[src/rtl/core/rss_pkg.sv]
// shared types and constants of the retransmit slot scheduler
package rss_pkg;

    localparam logic [1:0] OP_SUBMIT = 2'd0;
    localparam logic [1:0] OP_ACK    = 2'd1;
    localparam logic [1:0] OP_POLL   = 2'd2;
    localparam logic [1:0] OP_UNUSED = 2'd3;

    localparam logic [3:0] ST_QUEUED      = 4'd0;
    localparam logic [3:0] ST_ALREADY     = 4'd1;
    localparam logic [3:0] ST_SUB_INVALID = 4'd2;
    localparam logic [3:0] ST_FULL        = 4'd3;
    localparam logic [3:0] ST_ACKED       = 4'd4;
    localparam logic [3:0] ST_NO_MATCH    = 4'd5;
    localparam logic [3:0] ST_ACK_INVALID = 4'd6;
    localparam logic [3:0] ST_SENT        = 4'd7;
    localparam logic [3:0] ST_IDLE        = 4'd8;

    localparam logic [0:0] REG_RETRY_LIMIT = 1'd0;
    localparam logic [0:0] REG_INTERVAL    = 1'd1;

    localparam logic [7:0]  RETRY_LIMIT_RESET = 8'd3;
    localparam logic [31:0] INTERVAL_RESET    = 32'd100000;

    typedef struct packed {
        logic [1:0]  opcode;
        logic [31:0] now_time;
        logic [3:0]  id_flag;
        logic [7:0]  node_id;
        logic [15:0] seq_no;
        logic [7:0]  level;
        logic [2:0]  gateway_number;
    } rss_in_t;

    typedef struct packed {
        logic [3:0]  status;
        logic [2:0]  slot_index;
        logic [3:0]  out_id_flag;
        logic [7:0]  out_node_id;
        logic [15:0] out_seq_no;
        logic [7:0]  out_level;
        logic [2:0]  out_gateway;
        logic [3:0]  time_slot;
        logic [7:0]  retries;
        logic        exhausted;
    } rss_out_t;

    // one table entry as stored in memory
    typedef struct packed {
        logic [7:0]  node;
        logic [15:0] seq;
        logic [3:0]  flag;
        logic [7:0]  level;
        logic [2:0]  gateway;
        logic [7:0]  retries;
        logic [31:0] due;
    } rss_entry_t;

    localparam int ENTRY_W = $bits(rss_entry_t);

    typedef enum logic [2:0] {
        S_IDLE,
        S_SCAN,
        S_DIV,
        S_READ,
        S_WRITE
    } rss_state_t;

    typedef struct packed {
        logic        start;
        logic [31:0] dividend;
        logic [31:0] divisor;
    } rss_div_req_t;

endpackage

[src/rtl/core/retransmit_slot_scheduler_unit.sv]
// top level of the retransmit slot scheduler
// One command word is taken when start is high and busy low; exactly one result word
// follows, shown for one cycle with done high, which the receiver must take. Each
// command scans the entry memory one slot per cycle through the registered read port.
// Submit, ack and a poll that finds nothing show their result in the cycle after the
// scan; a submit that takes a slot stays busy in a write state to write it. A poll that
// finds a due entry then runs a bit-serial division for the time slot (not waited on
// when the interval is zero) and reads and writes back the chosen entry; the result
// follows in the first idle cycle. Valid bits sit in flip-flops cleared by reset;
// entry fields live in one memory and need no clearing pass.
module retransmit_slot_scheduler_unit #(
    parameter int TX_SLOTS = 8,
    parameter int NODE_MAX = 255,
    parameter int FLAG_MAX = 15
) (
    input  logic              clk,
    input  logic              rst_n,
    input  logic              start,
    input  rss_pkg::rss_in_t  cmd,
    output logic              busy,
    output logic              done,
    output rss_pkg::rss_out_t result,
    input  logic              psel,
    input  logic              penable,
    input  logic              pwrite,
    input  logic [2:2]        paddr,
    input  logic [31:0]       pwdata,
    output logic [31:0]       prdata,
    output logic              pready
);
    import rss_pkg::*;

    localparam int AW = $clog2(TX_SLOTS > 1 ? TX_SLOTS : 2);
    localparam int CW = $clog2(TX_SLOTS + 1);

    // configuration
    logic [7:0]  limit_reg;
    logic [31:0] interval_reg;

    assign pready = 1'b1;
    always_ff @(posedge clk or negedge rst_n)
    begin
        if (!rst_n)
        begin
            limit_reg    <= RETRY_LIMIT_RESET;
            interval_reg <= INTERVAL_RESET;
        end
        else if (psel && penable && pwrite)
        begin
            if (paddr[2] == REG_RETRY_LIMIT)
            begin
                limit_reg <= pwdata[7:0];
            end
            else
            begin
                interval_reg <= pwdata;
            end
        end
    end
    assign prdata = (paddr[2] == REG_RETRY_LIMIT) ? {24'd0, limit_reg} : interval_reg;

    // control
    rss_state_t state_reg, state_next;
    rss_in_t    cmd_reg;
    logic [TX_SLOTS-1:0] valid_reg, valid_next;
    logic [CW-1:0] scan_reg, scan_next;     // address issued
    logic          rd_vld_reg;              // read data is for slot rd_idx_reg
    logic [AW-1:0] rd_idx_reg;
    logic          hit_reg, hit_next;       // found key or best due entry
    logic [AW-1:0] hit_idx_reg, hit_idx_next;
    logic [31:0]   best_due_reg, best_due_next;
    logic [7:0]    best_ret_reg, best_ret_next;
    logic          free_reg, free_next;
    logic [AW-1:0] free_idx_reg, free_idx_next;
    logic [3:0]    tslot_reg, tslot_next;
    rss_out_t      res_reg, res_next;
    logic          done_reg, done_next;

    logic          ram_we;
    logic [AW-1:0] ram_waddr, ram_raddr;
    rss_entry_t    ram_wdata, ram_rdata;

    rss_div_req_t  div_req;
    logic          div_done;
    logic [3:0]    div_q;

    rss_ram #(.WIDTH(ENTRY_W), .DEPTH(TX_SLOTS)) u_ram (
        .clk   (clk),
        .we    (ram_we),
        .waddr (ram_waddr),
        .wdata (ram_wdata),
        .raddr (ram_raddr),
        .rdata (ram_rdata)
    );

    rss_div u_div (
        .clk     (clk),
        .rst_n   (rst_n),
        .req     (div_req),
        .done    (div_done),
        .quot_lo (div_q)
    );

    logic key_ok, rd_valid, rd_match, rd_due, rd_better, scan_end;
    logic sub_bad;
    logic [7:0] ret_inc;

    assign key_ok = ({28'd0, cmd_reg.id_flag} <= FLAG_MAX) && (cmd_reg.node_id != 8'd0)
                 && ({24'd0, cmd_reg.node_id} <= NODE_MAX);
    assign sub_bad   = cmd_reg.opcode == OP_SUBMIT && (!key_ok || cmd_reg.level == 8'd0);
    assign rd_valid  = rd_vld_reg && valid_reg[rd_idx_reg];
    assign rd_match  = rd_valid && ram_rdata.node == cmd_reg.node_id
                    && ram_rdata.seq == cmd_reg.seq_no;
    assign rd_due    = rd_valid && cmd_reg.now_time >= ram_rdata.due;
    assign rd_better = !hit_reg || ram_rdata.due < best_due_reg
                    || (ram_rdata.due == best_due_reg && ram_rdata.retries < best_ret_reg);
    assign scan_end  = (scan_reg == CW'(TX_SLOTS)) && !rd_vld_reg;
    assign ret_inc   = ram_rdata.retries + 8'd1;

    // next state
    always_comb
    begin
        state_next = state_reg;
        case (state_reg)
            S_IDLE:
            begin
                if (start)
                begin
                    state_next = S_SCAN;
                end
            end
            S_SCAN:
            begin
                if (scan_end)
                begin
                    if (cmd_reg.opcode == OP_POLL && hit_reg)
                    begin
                        state_next = S_DIV;
                    end
                    else if (cmd_reg.opcode == OP_SUBMIT && !sub_bad && !hit_reg && free_reg)
                    begin
                        state_next = S_WRITE;
                    end
                    else
                    begin
                        state_next = S_IDLE;
                    end
                end
            end
            S_DIV:
            begin
                if (div_done || interval_reg == 32'd0)
                begin
                    state_next = S_READ;
                end
            end
            S_READ:  state_next = S_WRITE;
            S_WRITE: state_next = S_IDLE;
            default: state_next = S_IDLE;
        endcase
    end

    // datapath and outputs
    always_comb
    begin
        scan_next     = scan_reg;
        hit_next      = hit_reg;
        hit_idx_next  = hit_idx_reg;
        best_due_next = best_due_reg;
        best_ret_next = best_ret_reg;
        free_next     = free_reg;
        free_idx_next = free_idx_reg;
        tslot_next    = tslot_reg;
        valid_next    = valid_reg;
        res_next      = res_reg;
        done_next     = 1'b0;
        ram_raddr     = scan_reg[AW-1:0];
        ram_we        = 1'b0;
        ram_waddr     = hit_idx_reg;
        ram_wdata     = ram_rdata;
        div_req       = '{start: 1'b0, dividend: cmd_reg.now_time, divisor: interval_reg};
        case (state_reg)
            S_IDLE:
            begin
                scan_next = '0;
                hit_next  = 1'b0;
                free_next = 1'b0;
            end
            S_SCAN:
            begin
                if (scan_reg != CW'(TX_SLOTS))
                begin
                    scan_next = scan_reg + CW'(1);
                end
                if (rd_vld_reg)
                begin
                    if (!valid_reg[rd_idx_reg] && !free_reg)
                    begin
                        free_next     = 1'b1;
                        free_idx_next = rd_idx_reg;
                    end
                    if (cmd_reg.opcode == OP_POLL)
                    begin
                        if (rd_due && rd_better)
                        begin
                            hit_next      = 1'b1;
                            hit_idx_next  = rd_idx_reg;
                            best_due_next = ram_rdata.due;
                            best_ret_next = ram_rdata.retries;
                        end
                    end
                    else if (rd_match && !hit_reg)
                    begin
                        hit_next     = 1'b1;
                        hit_idx_next = rd_idx_reg;
                        res_next.out_node_id = ram_rdata.node;
                        res_next.out_seq_no  = ram_rdata.seq;
                        res_next.retries     = ram_rdata.retries;
                    end
                end
                if (scan_end)
                begin
                    res_next = '0;
                    done_next = 1'b1;
                    case (cmd_reg.opcode)
                        OP_SUBMIT:
                        begin
                            if (sub_bad)
                            begin
                                res_next.status = ST_SUB_INVALID;
                            end
                            else if (hit_reg)
                            begin
                                res_next.status     = ST_ALREADY;
                                res_next.slot_index = 3'(hit_idx_reg);
                            end
                            else if (free_reg)
                            begin
                                res_next.status     = ST_QUEUED;
                                res_next.slot_index = 3'(free_idx_reg);
                            end
                            else
                            begin
                                res_next.status = ST_FULL;
                            end
                        end
                        OP_ACK:
                        begin
                            if (!key_ok)
                            begin
                                res_next.status = ST_ACK_INVALID;
                            end
                            else if (hit_reg)
                            begin
                                res_next.status      = ST_ACKED;
                                res_next.slot_index  = 3'(hit_idx_reg);
                                res_next.out_node_id = res_reg.out_node_id;
                                res_next.out_seq_no  = res_reg.out_seq_no;
                                res_next.retries     = res_reg.retries;
                                valid_next[hit_idx_reg] = 1'b0;
                            end
                            else
                            begin
                                res_next.status = ST_NO_MATCH;
                            end
                        end
                        OP_POLL:
                        begin
                            if (hit_reg)
                            begin
                                done_next = 1'b0;
                                res_next  = res_reg;
                                div_req.start = 1'b1;
                            end
                            else
                            begin
                                res_next.status = ST_IDLE;
                            end
                        end
                        default: res_next.status = ST_IDLE;
                    endcase
                end
            end
            S_DIV:
            begin
                ram_raddr = hit_idx_reg;
                if (interval_reg == 32'd0)
                begin
                    tslot_next = 4'd0;
                end
                else if (div_done)
                begin
                    tslot_next = div_q;
                end
            end
            S_READ:
            begin
                ram_raddr = hit_idx_reg;
            end
            S_WRITE:
            begin
                if (cmd_reg.opcode == OP_POLL)
                begin
                    done_next = 1'b1;
                    ram_we    = 1'b1;
                    ram_wdata.retries = ret_inc;
                    ram_wdata.due     = cmd_reg.now_time + interval_reg;
                    res_next = '0;
                    res_next.status      = ST_SENT;
                    res_next.slot_index  = 3'(hit_idx_reg);
                    res_next.out_id_flag = ram_rdata.flag;
                    res_next.out_node_id = ram_rdata.node;
                    res_next.out_seq_no  = ram_rdata.seq;
                    res_next.out_level   = ram_rdata.level;
                    res_next.out_gateway = ram_rdata.gateway;
                    res_next.time_slot   = tslot_reg;
                    res_next.retries     = ret_inc;
                    if (ret_inc >= limit_reg)
                    begin
                        res_next.exhausted = 1'b1;
                        valid_next[hit_idx_reg] = 1'b0;
                    end
                end
                else if (cmd_reg.opcode == OP_SUBMIT)
                begin
                    ram_we    = 1'b1;
                    ram_waddr = free_idx_reg;
                    ram_wdata = '{node: cmd_reg.node_id, seq: cmd_reg.seq_no,
                                  flag: cmd_reg.id_flag, level: cmd_reg.level,
                                  gateway: cmd_reg.gateway_number, retries: 8'd0,
                                  due: cmd_reg.now_time};
                    valid_next[free_idx_reg] = 1'b1;
                end
            end
            default: ;
        endcase
    end

    always_ff @(posedge clk or negedge rst_n)
    begin
        if (!rst_n)
        begin
            state_reg  <= S_IDLE;
            valid_reg  <= '0;
            done_reg   <= 1'b0;
            rd_vld_reg <= 1'b0;
            scan_reg   <= '0;
            hit_reg    <= 1'b0;
            free_reg   <= 1'b0;
        end
        else
        begin
            state_reg  <= state_next;
            valid_reg  <= valid_next;
            done_reg   <= done_next;
            rd_vld_reg <= state_reg == S_SCAN && scan_reg != CW'(TX_SLOTS);
            scan_reg   <= scan_next;
            hit_reg    <= hit_next;
            free_reg   <= free_next;
        end
    end

    always_ff @(posedge clk)
    begin
        if (state_reg == S_IDLE && start)
        begin
            cmd_reg <= cmd;
        end
        rd_idx_reg   <= scan_reg[AW-1:0];
        hit_idx_reg  <= hit_idx_next;
        best_due_reg <= best_due_next;
        best_ret_reg <= best_ret_next;
        free_idx_reg <= free_idx_next;
        tslot_reg    <= tslot_next;
        res_reg      <= res_next;
    end

    assign busy   = state_reg != S_IDLE;
    assign done   = done_reg;
    assign result = res_reg;

    a_one_result: assert property (@(posedge clk) disable iff (!rst_n)
        done_reg |=> !done_reg) else $error("back to back results");
    // a queued submit shows its result while the slot is written
    a_done_idle: assert property (@(posedge clk) disable iff (!rst_n)
        done_reg |-> (state_reg == S_IDLE || state_reg == S_WRITE))
        else $error("result while busy");
    a_write_slot: assert property (@(posedge clk) disable iff (!rst_n)
        (state_reg == S_WRITE && cmd_reg.opcode == OP_SUBMIT) |=> valid_reg[$past(free_idx_reg)])
        else $error("queued slot not valid");
endmodule

[src/rtl/core/rss_ram.sv]
// generic single-port-write, one-read ram with registered read
module rss_ram #(
    parameter int WIDTH = 8,
    parameter int DEPTH = 8
) (
    input  logic                             clk,
    input  logic                             we,
    input  logic [$clog2(DEPTH > 1 ? DEPTH : 2)-1:0] waddr,
    input  logic [WIDTH-1:0]                 wdata,
    input  logic [$clog2(DEPTH > 1 ? DEPTH : 2)-1:0] raddr,
    output logic [WIDTH-1:0]                 rdata
);
    logic [WIDTH-1:0] mem [DEPTH];

    always_ff @(posedge clk)
    begin
        if (we)
        begin
            mem[waddr] <= wdata;
        end
        rdata <= mem[raddr];
    end
endmodule

[src/rtl/core/rss_div.sv]
// iterative 32-bit unsigned divider giving the low four quotient bits
module rss_div (
    input  logic                 clk,
    input  logic                 rst_n,
    input  rss_pkg::rss_div_req_t req,
    output logic                 done,
    output logic [3:0]           quot_lo
);
    import rss_pkg::*;

    logic [31:0] rem_reg, rem_next;
    logic [31:0] quo_reg, quo_next;
    logic [31:0] div_reg, div_next;
    logic [5:0]  cnt_reg, cnt_next;
    logic        busy_reg, busy_next;
    logic [32:0] trial;

    assign trial = {rem_reg, quo_reg[31]} - {1'b0, div_reg};

    always_comb
    begin
        rem_next  = rem_reg;
        quo_next  = quo_reg;
        div_next  = div_reg;
        cnt_next  = cnt_reg;
        busy_next = busy_reg;
        if (req.start)
        begin
            rem_next  = '0;
            quo_next  = req.dividend;
            div_next  = req.divisor;
            cnt_next  = 6'd32;
            busy_next = 1'b1;
        end
        else if (busy_reg)
        begin
            if (!trial[32])
            begin
                rem_next = trial[31:0];
                quo_next = {quo_reg[30:0], 1'b1};
            end
            else
            begin
                rem_next = {rem_reg[30:0], quo_reg[31]};
                quo_next = {quo_reg[30:0], 1'b0};
            end
            cnt_next = cnt_reg - 6'd1;
            if (cnt_reg == 6'd1)
            begin
                busy_next = 1'b0;
            end
        end
    end

    always_ff @(posedge clk or negedge rst_n)
    begin
        if (!rst_n)
        begin
            busy_reg <= 1'b0;
            cnt_reg  <= '0;
        end
        else
        begin
            busy_reg <= busy_next;
            cnt_reg  <= cnt_next;
        end
    end

    always_ff @(posedge clk)
    begin
        rem_reg <= rem_next;
        quo_reg <= quo_next;
        div_reg <= div_next;
    end

    // divisor zero gives quotient of all ones; caller masks that case
    assign done    = busy_reg && (cnt_reg == 6'd1);
    assign quot_lo = quo_next[3:0];
endmodule
[config.mk]
export PLATFORM = sky130hd
export DESIGN_NAME = retransmit_slot_scheduler_unit
export DESIGN_NICKNAME = d
export VERILOG_FILES = /design/src/rtl/core/rss_pkg.sv /design/src/rtl/core/retransmit_slot_scheduler_unit.sv /design/src/rtl/core/rss_ram.sv /design/src/rtl/core/rss_div.sv
export SDC_FILE = /design/constraint.sdc
export NUM_CORES = 1
export LEC_CHECK = 0
export BUFFER_PORTS_ARGS = -buffer_cell sky130_fd_sc_hd__buf_4
export CAP_MARGIN = 10
export CORE_MARGIN = 5
export CORE_UTILIZATION = 25
export CTS_CLUSTER_DIAMETER = 150
export DETAILED_ROUTE_END_ITERATION = 8
export SLEW_MARGIN = 20
export SYNTH_ARGS = -nofsm -noshare
export SYNTH_HDL_FRONTEND = slang
export SYNTH_HIERARCHICAL = 1
export SYNTH_SLANG_ARGS = --single-unit
[constraint.sdc]
create_clock -name clk -period 7.64 [get_ports clk]
set_clock_uncertainty 0.15 [all_clocks]
set_input_delay 1.146 -clock clk [delete_from_list [all_inputs] [get_ports clk]]
set_output_delay 1.146 -clock clk [all_outputs]
set_load 0.01 [all_outputs]
Word-level counts from Yosys, hierarchy flattened
Memory sizes are Yosys's and may differ from the RTL's. A register that Yosys moved wholly into a read port is not among the register bits.
Cells that the tools add are included.
{"block": "totals", "register_bits": 347, "mem_bits_rw": 632, "input_bits": 112, "out_inout_bits": 94, "wordCells": 243, "memories": 1}
{"memory": "u_ram.mem", "words": 8, "width": 79, "rd": 1, "rd_clocked_by_memory_dff": 1, "wr": 1, "line_no": "rss_ram.sv:13", "text": "logic [WIDTH-1:0] mem [DEPTH];"}
{"block": "op_classes", "add_sub_neg": 5, "magnitude_cmp": 9, "eq_ne": 32, "muxes": 98, "n_bitwise": 4, "n_reduce_logical": 56}
{"cell": "$mux 79", "n": 2}
{"cell": "$mux 32", "n": 4}
{"cell": "$mux 24", "n": 5}
{"cell": "$mux 59", "n": 2}
{"cell": "$pmux 59 s2", "n": 1}
{"cell": "$mux 8", "n": 12}
{"cell": "$mux 55", "n": 1}
{"cell": "$mux 3", "n": 16}
{"cell": "$pmux 24 s2", "n": 1}
{"cell": "$mux 40", "n": 1}
{"cell": "$mux 39", "n": 1}
{"cell": "$sub 33x32->33", "n": 1}
{"cell": "$add 32x32->32", "n": 1}
{"cell": "$eq 32x32->1", "n": 1}
{"cell": "$ge 32x32->1", "n": 1}
{"cell": "$logic_not 32->1", "n": 1}
{"cell": "$lt 32x32->1", "n": 1}
{"cell": "$pmux 8 s2", "n": 2}
{"cell": "$mux 1", "n": 29}
{"cell": "$ne 3x3->1 const B", "n": 8}
{"cell": "$logic_and 1x1->1", "n": 21}
{"cell": "$mux 4", "n": 5}
{"cell": "$ne 2x2->1 const B", "n": 9}
{"cell": "$eq 16x16->1", "n": 1}
{"cell": "other kinds (46)", "n": 77}

Longest topological paths before layout
Gate-level depths: netlist of the first run.
{"block": "logic_depth", "ltp_word": 12, "mapped_depth": 16, "mapped_depth_nobuf": 13}

Cells and area by module
Netlist of the first run, hierarchy kept.
{"module": "rss_ram", "instances": 1, "cells_per_inst": 1006, "area_each_um2": 25360.6, "seq_area_each_um2": 20559.7}
{"module": "retransmit_slot_scheduler_unit", "instances": 1, "cells_per_inst": 1276, "area_each_um2": 14322.5, "seq_area_each_um2": 7011.7}
{"module": "rss_div", "instances": 1, "cells_per_inst": 613, "area_each_um2": 5973.2, "seq_area_each_um2": 2697.6}

Worst setup path after synthesis of the first run
Ideal clock, no wire load.
{"block": "synth_path", "kind": "register -> register", "startpoint": "register state_reg[0]", "endpoint": "memory u_ram/mem[0][0] (netlist name), enable pin", "t_arrival_ns": 7.262, "required_ns": 6.876, "path_slack_ns": -0.386, "path_stages_with_launch": 9, "period_less_slack_ns": 8.026, "cell_sequence": "dfrtp_1 -> nor2_1 -> and2_1 -> clkbuf_1 -> nand2b_1 -> nor2_2 -> buf_2 -> mux2_2 -> nor3_1"}
{"element": "start: declaration", "line_no": "retransmit_slot_scheduler_unit.sv:63", "text": "rss_state_t state_reg, state_next;"}
{"element": "start signal: assignment", "line_no": "retransmit_slot_scheduler_unit.sv:353", "text": "state_reg <= state_next;"}
{"element": "$eq 3x3->1", "line_no": "retransmit_slot_scheduler_unit.sv:182", "text": "case (state_reg)"}
{"element": "$mux 3", "line_no": "retransmit_slot_scheduler_unit.sv:182"}
{"element": "net ram_waddr[1]", "line_no": "retransmit_slot_scheduler_unit.sv:80", "text": "logic [AW-1:0] ram_waddr, ram_raddr;"}
{"element": "end: declaration", "line_no": "rss_ram.sv:13"}
The timed path passes the listed nets, and every way through them passes these cells.

Worst setup path after layout of the first run
{"block": "layout_path", "startpoint": "register state_reg[0]", "endpoint": "memory u_ram/mem[2][29] (netlist name), enable pin"}
The elaborated chain is that of the path after synthesis.

==> results.md, run 1 <==
* Tmin final at about 5.2 ns
* Critical path class: reg -> reg
* CP Launch Point: state_reg[0]
* Die height at between 400 and 500 µm
* Num Clock Sinks at about 1.1k
* Worst flop-to-flop path startpoint: state_reg[0]
* Critical Path Max Stage Delay at between 0.6 and 0.7 ns
* CTS clk-pin slew, worst paths at roughly 0.060 ns
* Final ANT Viol Nets at 0
* Drt initial violations at between 2k and 2.5k
* Row count at ~160
* Top_reg_cell synth: edfxtp_1
* Share of cells above drive strength 1 at 0.2586
* WP depth at 9
* Post-Synthesis Cells at a little under 3k
* Die area at around 190000 µm²
* Worst slew pin tran at roughly 1.1 ns
* Drt wl/cell at roughly 21 µm
* # DRC at 0
* RSZ-0062 raised after global routing: false
* Flop2flop setup slack at 2.41 ns
* Power Dens Cells at between 300 and 400 nW/µm²
* Worst Setup Start Kind: flop
* Max reg flops at around 630
* Worst Hold Class: in -> async
* CTS tree: done
* Maximum clock path buffer count at 3
* Initial antenna violation count at 7
* Initial Util at 0.2521
* Num ports at between 200 and 250
* Sequential-to-total area share from yosys stat at 0.6630
* # hold bufs at CTS at 0
* Vias in the first global route at about 26k
* Port Buf Inserts at 204
* CP delay by family, top: simple AND/OR/NAND/NOR gates
* Fmax at between 150 and 200 MHz
* Post-synthesis cell area at ~46000 µm²
* FFs w/ async S/R, synth at 0.06238
* Mean Syn Cell Area at approximately 16 µm²
* Nets at between 3k and 4k
* GPL Wtd Cong at ~0.85
* VDD IR max at ~260 µV
* R2r endpoint: u_ram/mem[2][29]
* Cells resized by post-CTS repair at 0
* Largest net degree at the start of global routing at 159
* Slew HR at 0.2264
* Worst EP required at 7.83 ns
* Sum Neg Setup Slack at 0 ns
* LEAKAGE at approximately 19 nW
* Clock H-tree levels at 3
* Drt total wl at between 100000 and 150000 µm
* Final setup viols at 0
* CP endpoint: u_ram/mem[2][29]
* Clock Latency Late Sink at between 0.7 and 0.8 ns
* First drt pass iteration count at 5
* Via count at between 20k and 30k
* Bufs and invs on worst path at 2
* Syn_nets at 3156
* Core Region at ~180000 µm²
* Slew Viols, Final at 0
* Distinct cells, synth at a little under 100
* Worst EP arrival at around 5.4 ns
* Overall routing resource usage at 0.1182
* Outcome: completed
* Crit path max fanout at 65
* Final HPWL DP at roughly 76000 µm
* CTS Buf Count at approximately 110
* GRT overflow at 0
* CP Cell Sequence: nor2_2, and2_1, nand2b_2, buf_4, nor2_4, mux2_2, nand2b_1, nor2_4, buf_4
* First-pass GRT wire length at 171000 µm
* CTS root buf: clkbuf_16
* Layout overhead on the synthesized area at 18.02%
* Post-route setup slack at 2.406 ns
* Die Wd at 437.3 µm
* Post-synth EDFFs at approximately 900
* Crit path capture type: flop
* Period utilization at 0.6851
* Synth Register Bits at around 1.1k
* Hold Vio Cnt, Final at 0
* Post-CTS Setup Bufs at 0
* Vias/cell at ~4.6
* CP max stage cell: nor2_4
* Reg2Reg Depth at 9
* Synth warn at 6
* Max-cap violations at 0
* Place WS at roughly 2.1 ns
[how the worst min path moves through the flow]
stage                            from  depth (start not counted)               end
after floorplan           scan_reg[1]                          0     rd_idx_reg[1]
after global placement    scan_reg[1]                          0     rd_idx_reg[1]
after detailed placement  scan_reg[1]                          0     rd_idx_reg[1]
after CTS                       rst_n                          1  interval_reg[23]
after global routing            rst_n                          1  interval_reg[27]
final                           rst_n                          1  interval_reg[27]
[cell families (layout without fill, tap and decap cells)]
kind of cell / count (synthesis) / count (layout) / synth area share
other: 1 / 4 / 0.00008214
muxes: 345 / 345 / 0.1240
buffers and inverters: 275 / 594 / 0.02784
DFF: 1058 / 1058 / 0.6630
adders and majority gates: 149 / 149 / 0.04116
AOI/OAI and AO/OA: 468 / 468 / 0.07112
and+or+nand+nor: 516 / 516 / 0.05687
xor gates and xnor gates: 83 / 83 / 0.01592
[area by class of cell]
type,instances,area [µm²]
Sequential cell,1058,30270
Fill cell,17890,127300
Tap cell,2370,2965
Antenna cell,3,7.507
Clock inverter,64,873.3
Clock buffer,148,3068
Multi-Input combinational cell,1562,14250
Timing Repair Buffer,242,1922
Inverter,140,525.5
[metrics by stage]
step / hold slack [ns] / instances / total power, mW / cell area (µm²) / utilization
3_3_place_gp: 0.2761 / 5368 / 12.27 / 49850 / 0.2752
4_1_cts: 0.04724 / 5582 / 18.16 / 53820 / 0.2971
6_report: 0.1112 / 5587 / 17.92 / 53880 / 0.2975
3_5_place_dp: 0.2763 / 5370 / 12.36 / 49880 / 0.2754
2_1_floorplan: 0.2408 / 2895 / 10.84 / 45660 / -
5_1_grt: 0.09045 / 5585 / 18.82 / 53880 / 0.2974
[power breakdown]
group | switching, mW | internal [mW]
sequential | 0.606 | 7.30
combinational | 2.37 | 1.94
clock | 2.35 | 3.36
total | 5.33 | 12.6
[cell usage in the layout (no fill, tap or decap), types with 58 or more instances in the layout]
master and count:
mux2_2 164, o21ai_0 71, edfxtp_1 874, clkbuf_16 112, a21oi_1 111, a21o_1 59, buf_4 233, ha_1 147
mux4_2 160, dfrtp_1 58, nor2_1 83, dfxtp_1 118, nand2_1 144, inv_1 137, and2_1 58
[metal layers]
layer / vias up / GRT usage / routed length (µm)
met5: - / 0 / 0
met2: 694 / 0.1913 / 54410
met1: 13090 / 0.1614 / 52170
li1: 11650 / - / -
met3: 164 / 0.02128 / 5846
met4: 0 / 0.03729 / 3489
[synth_stat cells, types with 8 or more instances]
cell,n,area [µm²]
a221oi_1,11,96.34
clkbuf_1,70,262.8
ha_1,147,1839
xnor2_1,44,385.4
xor2_1,39,341.6
mux4_2,160,3603
nand4_1,35,219.0
nor3_1,23,115.1
nor4_1,19,118.9
and2_1,59,369.1
dfxtp_1,118,2362
mux2_2,164,1847
inv_1,138,518.0
o21bai_1,8,60.06
mux2i_1,19,190.2
dfrtp_1,58,1451
a311oi_1,14,122.6
nor2_1,91,341.6
buf_6,22,247.7
o21ai_1,18,90.09
edfxtp_1,874,26250
buf_2,32,160.2
a21o_1,59,442.9
a21oi_1,111,555.5
nor2b_1,19,118.9
a22o_1,34,297.8
nand3_1,45,225.2
dfstp_2,8,210.2
o21ai_0,79,395.4
a31oi_1,20,125.1
o211ai_1,8,60.06
nand2b_1,13,81.33
nand2_1,147,551.8
o21a_1,10,75.07
a211oi_1,15,112.6
and3_1,34,212.7
o31ai_1,8,60.06
[worst register-to-register path, delay by kind of cell, from the launching register on]
kind                   cells  cell delay (ns)
muxes                      1             0.44
DFF                        1             0.48
and+or+nand+nor            6             2.77
buffers and inverters      2             0.97
(Power assumes the default switching activity.)
==> inputs of run 2 (changes only) <==
- clock period: 7.64 -> 4.88 ns (I/O delays scaled with it)
==> run 2 against run 1 <==
Net effect:
- count of clock-buffer cells in the layout up 1
- cell count up 1.3%
- worst setup slack worse by 1.3 ns
- register-to-register slack got worse by 1.3 ns
- global-route usage rose by 0.37 points
==> results.md, run 2 (same netlist as run 1, synthesis figures left out) <==
* Slew Viols, Final at 0 (unchanged)
* Slew HR at 0.2906 (was 0.2264)
* Die height at 437.3 µm (unchanged)
* Bufs and invs on worst path at 3 (was 2)
* Multi-input gate area at 14260 µm² (was 14250 µm²)
* Drt initial violations at 1991 (was 2068)
* GPL Wtd Cong at 0.8563 (was 0.8543)
* Via count at 26.11k (was 25.59k)
* Die area at 191300 µm² (unchanged)
* Worst Setup Start Kind: flop (unchanged)
* RSZ-0062 raised after global routing: false (unchanged)
* Initial antenna violation count at 14 (was 7)
* Most common cell after layout, fill and taps aside: edfxtp_1 (unchanged)
* LEAKAGE at 19.18 nW (was 18.89 nW)
* Share of cells above drive strength 1 at 0.2551 (was 0.2586)
* Num Clock Sinks at 1058 (unchanged)
* CTS tree: done (unchanged)
* Outcome: completed (unchanged)
* Maximum clock path buffer count at 3 (unchanged)
* Worst EP arrival at 4.07 ns (was 5.42 ns)
* Commonest cells after routing, fill and taps aside: edfxtp_1, buf_4, mux2_2 (unchanged)
* Total power at 27.71 mW (was 17.92 mW)
* Largest net degree at the start of global routing at 96 (was 159)
* Fmax at 262.8 MHz (was 191.0 MHz)
* Flop2flop setup slack at 1.07 ns (was 2.41 ns)
* Crit path top cell by count: buf_4
* Final ANT Viol Nets at 0 (unchanged)
* Hold Vio Cnt, Final at 0 (unchanged)
* Vias in the first global route at 26.82k (was 25.79k)
* Final HPWL DP at 77860 µm (was 76200 µm)
* Crit path capture type: flop (unchanged)
* Power Dens Cells at 508.6 nW/µm² (was 332.6 nW/µm²)
* Max reg flops at 632 (unchanged)
* Nets at 3447 (was 3376)
* CTS clk-pin slew, worst paths at 0.06 ns (about the same)
* Max-cap violations at 0 (unchanged)
* Core Region at 181100 µm² (unchanged)
* CP delay by family, top: simple AND/OR/NAND/NOR gates (unchanged)
* Fillcell total at 17.86k (was 17.89k)
* First drt pass iteration count at 5 (unchanged)
* Row count at 156 (unchanged)
* Period utilization at 0.7798 (was 0.6851)
* Crit path max fanout at 21 (was 65)
* Num ports at 206 (unchanged)
* Drt wl/cell at 21.04 µm (was 20.75 µm)
* Clock H-tree levels at 3 (unchanged)
* Place WS at 1.055 ns (was 2.095 ns)
* CP Cell Sequence: nor2_1, buf_4, and2_1, buf_4, nand2b_2, nor2_4, mux2_2, nand2b_1, nor3_4, buf_4 (was nor2_2, and2_1, nand2b_2, buf_4, nor2_4, mux2_2, nand2b_1, nor2_4, buf_4)
* Post-route setup slack at 1.075 ns (was 2.406 ns)
* VDD IR max at 345.7 µV (was 263.3 µV)
* Worst EP required at 5.14 ns (was 7.83 ns)
* Final setup viols at 0 (unchanged)
* CP max stage cell: nor3_4 (was nor2_4)
* Register area at 30270 µm² (unchanged)
* First-pass GRT wire length at 176000 µm (was 171000 µm)
* CTS root buf: clkbuf_16 (unchanged)
* Critical Path Max Stage Delay at 0.69 ns (about the same)
* Tmin final at 3.805 ns (was 5.234 ns)
* Die Wd at 437.3 µm (unchanged)
* Worst Hold Class: in -> reg (was in -> async)
* GRT overflow at 0 (unchanged)
* Layout overhead on the synthesized area at 19.32% (was 18.02%)
* Vias/cell at 4.614 (was 4.580)
* Port Buf Inserts at 204 (unchanged)
* Worst slew pin tran at 1.053 ns (was 1.150 ns)
* # DRC at 0 (unchanged)
* CTS Buf Count at 112 (was 111)
* Clock Latency Late Sink at 0.75 ns (was 0.74 ns)
* Drt total wl at 119100 µm (was 115900 µm)
* Overall routing resource usage at 0.1219 (was 0.1182)
* Initial Util at 0.2521 (unchanged)
* Critical path class: reg -> reg (unchanged)
run 2: through the flow:
| stage | area, µm² | hold slack [ns] | utilization | setup TNS [ns] | std cells |
|---|---|---|---|---|---|
| after CTS | 54470 | 0.0004947 | 0.3007 | 0 | 5655 |
| after floorplan | 45670 | 0.2408 | - | -534.96 | 2895 |
| after detailed placement | 50170 | 0.2740 | 0.2770 | 0 | 5389 |
| final | 54480 | 0.06565 | 0.3008 | 0 | 5659 |
| after global placement | 50170 | 0.2686 | 0.2770 | 0 | 5389 |
| after global routing | 54470 | 0.02530 | 0.3007 | 0 | 5656 |
run 2: power breakdown:
part,switching [mW],internal [mW],total [mW]
sequential,0.775,11.4,12.2
clock,3.70,4.94,8.64
combinational,3.77,3.11,6.87
run 2: what timing repair did:
item	4_1_cts	5_1_grt
buffers inserted	0	0
hold buffers	53	0
endpoints found under the hold margin	75	0
resized for setup	0	0
run 2: final timing paths:
check,from,endpoint,cells after the start
setup / recovery,state_reg[0],u_ram/mem[0][50],10
hold / removal,cmd[59],cmd_reg[59],1
setup reg to reg,state_reg[0],u_ram/mem[0][50],10
hold reg to reg,scan_reg[1],rd_idx_reg[1],0
max in group asynchronous,rst_n,valid_reg[0],3
min in group asynchronous,rst_n,done,2
run 2: final cells by class:
class / instances / area share
Sequential cell: 1058 / 0.5556
Multi-Input combinational cell: 1562 / 0.2618
Clock buffer: 149 / 0.05528
Tap cell: 2370 / 0.05443
Timing Repair Buffer: 312 / 0.04910
Clock inverter: 64 / 0.01390
Inverter: 140 / 0.009646
Antenna cell: 4 / 0.0001837
run 2: layer usage:
| metal | GRT usage | share of wire | wire (µm) |
|---|---|---|---|
| met5 | 0 | 0 | 0 |
| met4 | 0.05148 | 0.043 | 5067 |
| met3 | 0.01944 | 0.049 | 5837 |
| met2 | 0.1993 | 0.47 | 56040 |
| met1 | 0.1612 | 0.44 | 52110 |
==> inputs of run 3 (changes only) <==
- ABC_AREA: default -> 1
- clock period: 4.88 -> 3.95 ns (I/O delays scaled with it)
==> run 3 against run 2 <==
Net effect:
- maximum frequency increased by 7.3%
- clock power increased by 26%
- power increased by 35%
- largest cell class unchanged
- sequential share of layout area decreased by 5.7 points
==> results.md, run 3 <==
* Port Buf Inserts at 204 (unchanged)
* Row count at 165 (was 156)
* Distinct cells, synth at 61 (was 98)
* Internal power at 23.99 mW (was 19.46 mW)
* Commonest cells after routing, fill and taps aside: nand2_1, inv_1, edfxtp_1 (was edfxtp_1, buf_4, mux2_2)
* Place WS at 0.4353 ns (was 1.055 ns)
* CTS root buf: clkbuf_16 (unchanged)
* Max-cap violations at 0 (unchanged)
* Drt total wl at 148700 µm (was 119100 µm)
* Share of cells above drive strength 1 at 0.1035 (was 0.2551)
* Min-delay src: pwdata[6] (was cmd[59])
* Tmin final at 3.547 ns (was 3.805 ns)
* Post-synthesis cell area at 50590 µm² (was 45660 µm²)
* Slew Viols, Final at 0 (unchanged)
* Mean Syn Cell Area at 9.312 µm² (was 15.77 µm²)
* Post-route setup slack at 0.4030 ns (was 1.075 ns)
* WHS Path Cells at 3 (was 1)
* Worst Hold Class: in -> reg (unchanged)
* Die area at 211500 µm² (was 191300 µm²)
* Core Region at 201700 µm² (was 181100 µm²)
* Adder-cell share of the synthesized area at 0.03715 (was 0.04116)
* Clock share of power at 0.291 (was 0.312)
* Post-synth EDFFs at 874 (unchanged)
* CP Cell Sequence: inv_2, nor2_1, inv_2, nand3_1, nor3_1, nand2_1, nor2_1, nand3_1, a211oi_4, buf_4 (was nor2_1, buf_4, and2_1, buf_4, nand2b_2, nor2_4, mux2_2, nand2b_1, nor3_4, buf_4)
* Worst slew pin tran at 1.020 ns (was 1.053 ns)
* Sequential-to-total area share from yosys stat at 0.5983 (was 0.6630)
* CP Launch Point: cmd_reg[72] (was state_reg[0])
* Worst EP arrival at 3.78 ns (was 4.07 ns)
* Worst Setup Start Kind: flop (unchanged)
* Area contributors post-synth: edfxtp_1, nand2_1, inv_1 (was edfxtp_1, mux4_2, dfxtp_1)
* Critical path class: reg -> reg (unchanged)
* Slew HR at 0.3125 (was 0.2906)
* CP max stage cell: buf_4 (was nor3_4)
* Dominant cell type by area after synthesis: edfxtp_1 (unchanged)
* Reg2Reg Depth at 10 (unchanged)
* Most frequent cell after synthesis: nand2_1 (was edfxtp_1)
* Nets at 6026 (was 3447)
* GPL Wtd Cong at 0.9382 (was 0.8563)
* Cells resized by post-CTS repair at 0 (unchanged)
* GRT overflow at 0 (unchanged)
* Synth warn at 6 (unchanged)
* FFs w/ async S/R, synth at 0.06238 (unchanged)
* # DRC at 0 (unchanged)
* Syn_nets at 5694 (was 3156)
* Initial antenna violation count at 7 (was 14)
* Hold_ws at 0.07296 ns (was 0.06565 ns)
* Hold path endpoint: limit_reg[6] (was cmd_reg[59])
* Flop2flop setup slack at 0.40 ns (was 1.07 ns)
* Top_reg_cell synth: edfxtp_1 (unchanged)
* Outcome: completed (unchanged)
* Bufs and invs on worst path at 3 (unchanged)
* Die height at 459.9 µm (was 437.3 µm)
* Most common cell after layout, fill and taps aside: nand2_1 (was edfxtp_1)
* First-pass GRT wire length at 223100 µm (was 176000 µm)
* Final setup viols at 0 (unchanged)
* Worst EP required at 4.18 ns (was 5.14 ns)
* Multiplexer area fraction after synthesis at 0.008458 (was 0.1240)
* Layout overhead on the synthesized area at 20.05% (was 19.32%)
* CP delay by family, top: buffers and inverters (was simple AND/OR/NAND/NOR gates)
* Critical Path Max Stage Delay at 0.50 ns (was 0.69 ns)
* Hold Vio Cnt, Final at 0 (unchanged)
* Fmax at 281.9 MHz (was 262.8 MHz)
* Combinational share of power at 0.297 (was 0.248)
* Drt initial violations at 3060 (was 1991)
* Vias/cell at 4.378 (was 4.614)
* Vias in the first global route at 35.95k (was 26.82k)
* First drt pass iteration count at 6 (was 5)
* Synth Register Bits at 1058 (unchanged)
* CTS Buf Count at 113 (was 112)
* Compound-gate portion of the synthesized area at 0.04902 (was 0.07112)
* Total power at 37.30 mW (was 27.71 mW)
* R2r endpoint: result[37] (was u_ram/mem[0][50])
* Post-synthesis simple-gate area fraction at 0.2032 (was 0.05686)
* Crit path max fanout at 32 (was 21)
* Largest net degree at the start of global routing at 172 (was 96)
* Num Clock Sinks at 1058 (unchanged)
* Die Wd at 459.9 µm (was 437.3 µm)
* RSZ-0062 raised after global routing: false (unchanged)
* Fillcell total at 20.72k (was 17.86k)
* Net Sw Frac at 0.3567 (was 0.2975)
* Multi-input gate area at 15600 µm² (was 14260 µm²)
* CTS tree: done (unchanged)
* Worst flop-to-flop path startpoint: cmd_reg[72] (was state_reg[0])
* Clock H-tree levels at 3 (unchanged)
* Max reg flops at 632 (unchanged)
* Switching power total at 13.30 mW (was 8.242 mW)
* Main combinational cell family by area after synthesis: simple AND/OR/NAND/NOR gates (was multiplexers)
* Final ANT Viol Nets at 0 (unchanged)
* Crit path capture type: flop (unchanged)
* Initial Util at 0.2508 (was 0.2521)
* Period utilization at 0.8980 (was 0.7798)
* Synth top area share at 0.5188 (was 0.5748)
* Power share of the sequential group at 0.411 (was 0.440)
* Power Dens Cells at 614.1 nW/µm² (was 508.6 nW/µm²)
* Final HPWL DP at 99930 µm (was 77860 µm)
* Post-Synth XOR/XNOR Area at 0.007098 (was 0.01592)
* Top post-synthesis cells by count: nand2_1, inv_1, edfxtp_1 (was edfxtp_1, mux2_2, mux4_2)
* VDD IR max at 531.1 µV (was 345.7 µV)
* CTS clk-pin slew, worst paths at 0.06 ns (about the same)
* Register area at 30270 µm² (unchanged)
* Maximum clock path buffer count at 3 (unchanged)
* LEAKAGE at 27.17 nW (was 19.18 nW)
* Sum Neg Setup Slack at 0 ns (unchanged)
* Via count at 37.39k (was 26.11k)
* Post-Synthesis Cells at 5433 (was 2895)
* Num ports at 206 (unchanged)
* Drt wl/cell at 17.41 µm (was 21.04 µm)
* Clock Latency Late Sink at 0.76 ns (was 0.75 ns)
* Overall routing resource usage at 0.1372 (was 0.1219)
run 3: cell types whose count changed after synthesis, moves of 48 or more:
cell     before   now
nand2_1     147  1679
nand3_1      45   467
mux4_2      160     0
and2_1       59     2
buf_2        32    96
nor2_1       91   209
mux2_2      164    38
a21o_1       59    11
inv_1       138  1054
run 3: cells by family after synthesis:
logic type               Yosys count
adder cells (fa/ha/maj)          149
other                              1
multiplexers                      38
AO/OA/AOI/OAI                    419
AND/OR/NAND/NOR                 2477
XOR/XNOR                          41
buffers and inverters           1250
flip-flops                      1058
run 3: per-layer routing:
metal | track usage | routed length (µm) | vias up
li1 | - | - | 18110
met1 | 0.1966 | 70000 | 17910
met2 | 0.2106 | 64390 | 1152
met3 | 0.02509 | 9938 | 205
met4 | 0.04182 | 4335 | 4
met5 | 0 | 29 | -
run 3: worst max path at each step:
stage	to	slack, ns	cells past startpoint
2_1_floorplan	u_ram/mem[6][0]	-0.45	8
4_1_cts	result[37]	0.43	10
3_3_place_gp	result[44]	0.50	10
6_report	result[37]	0.40	10
5_1_grt	result[37]	0.27	10
3_5_place_dp	result[42]	0.44	10
run 3: what timing repair did:
item | CTS | global route
buffers inserted | 0 | 0
hold buffers | 98 | 0
endpoints found under the hold margin | 155 | 0
run 3: per-stage QoR:
stage	area [µm²]	util	instances
after global placement	55900	0.2771	8223
after detailed placement	55900	0.2771	8223
after global routing	60730	0.3011	8538
final	60740	0.3011	8539
after floorplan	50640	-	5433
after CTS	60710	0.3010	8537
run 3: layout make-up:
cell class,count,area share
Tap cell,2672,0.05505
Antenna cell,1,0.00004120
Sequential cell,1058,0.4984
Timing Repair Buffer,400,0.06061
Inverter,1067,0.06613
Clock inverter,53,0.01069
Clock buffer,163,0.05231
Multi-Input combinational cell,3125,0.2568
run 3: power groups by stage:
stage	Clock (mW)	Sequential, mW	Combinational (mW)
3_3_place_gp	0	15.5	10.9
4_1_cts	11.2	15.3	11.2
6_report	10.9	15.3	11.1
2_1_floorplan	0	15.1	7.20
3_5_place_dp	0	15.5	11.0
5_1_grt	11.6	15.4	12.5
run 3: worst register-to-register path, stage by stage, from the launching register on:
cell      delay, ns
edfxtp_1       0.45
inv_2          0.18
nor2_1         0.08
inv_2          0.45
nand3_1        0.21
nor3_1         0.23
nand2_1        0.08
nor2_1         0.28
nand3_1        0.26
a211oi_4       0.26
buf_4          0.50
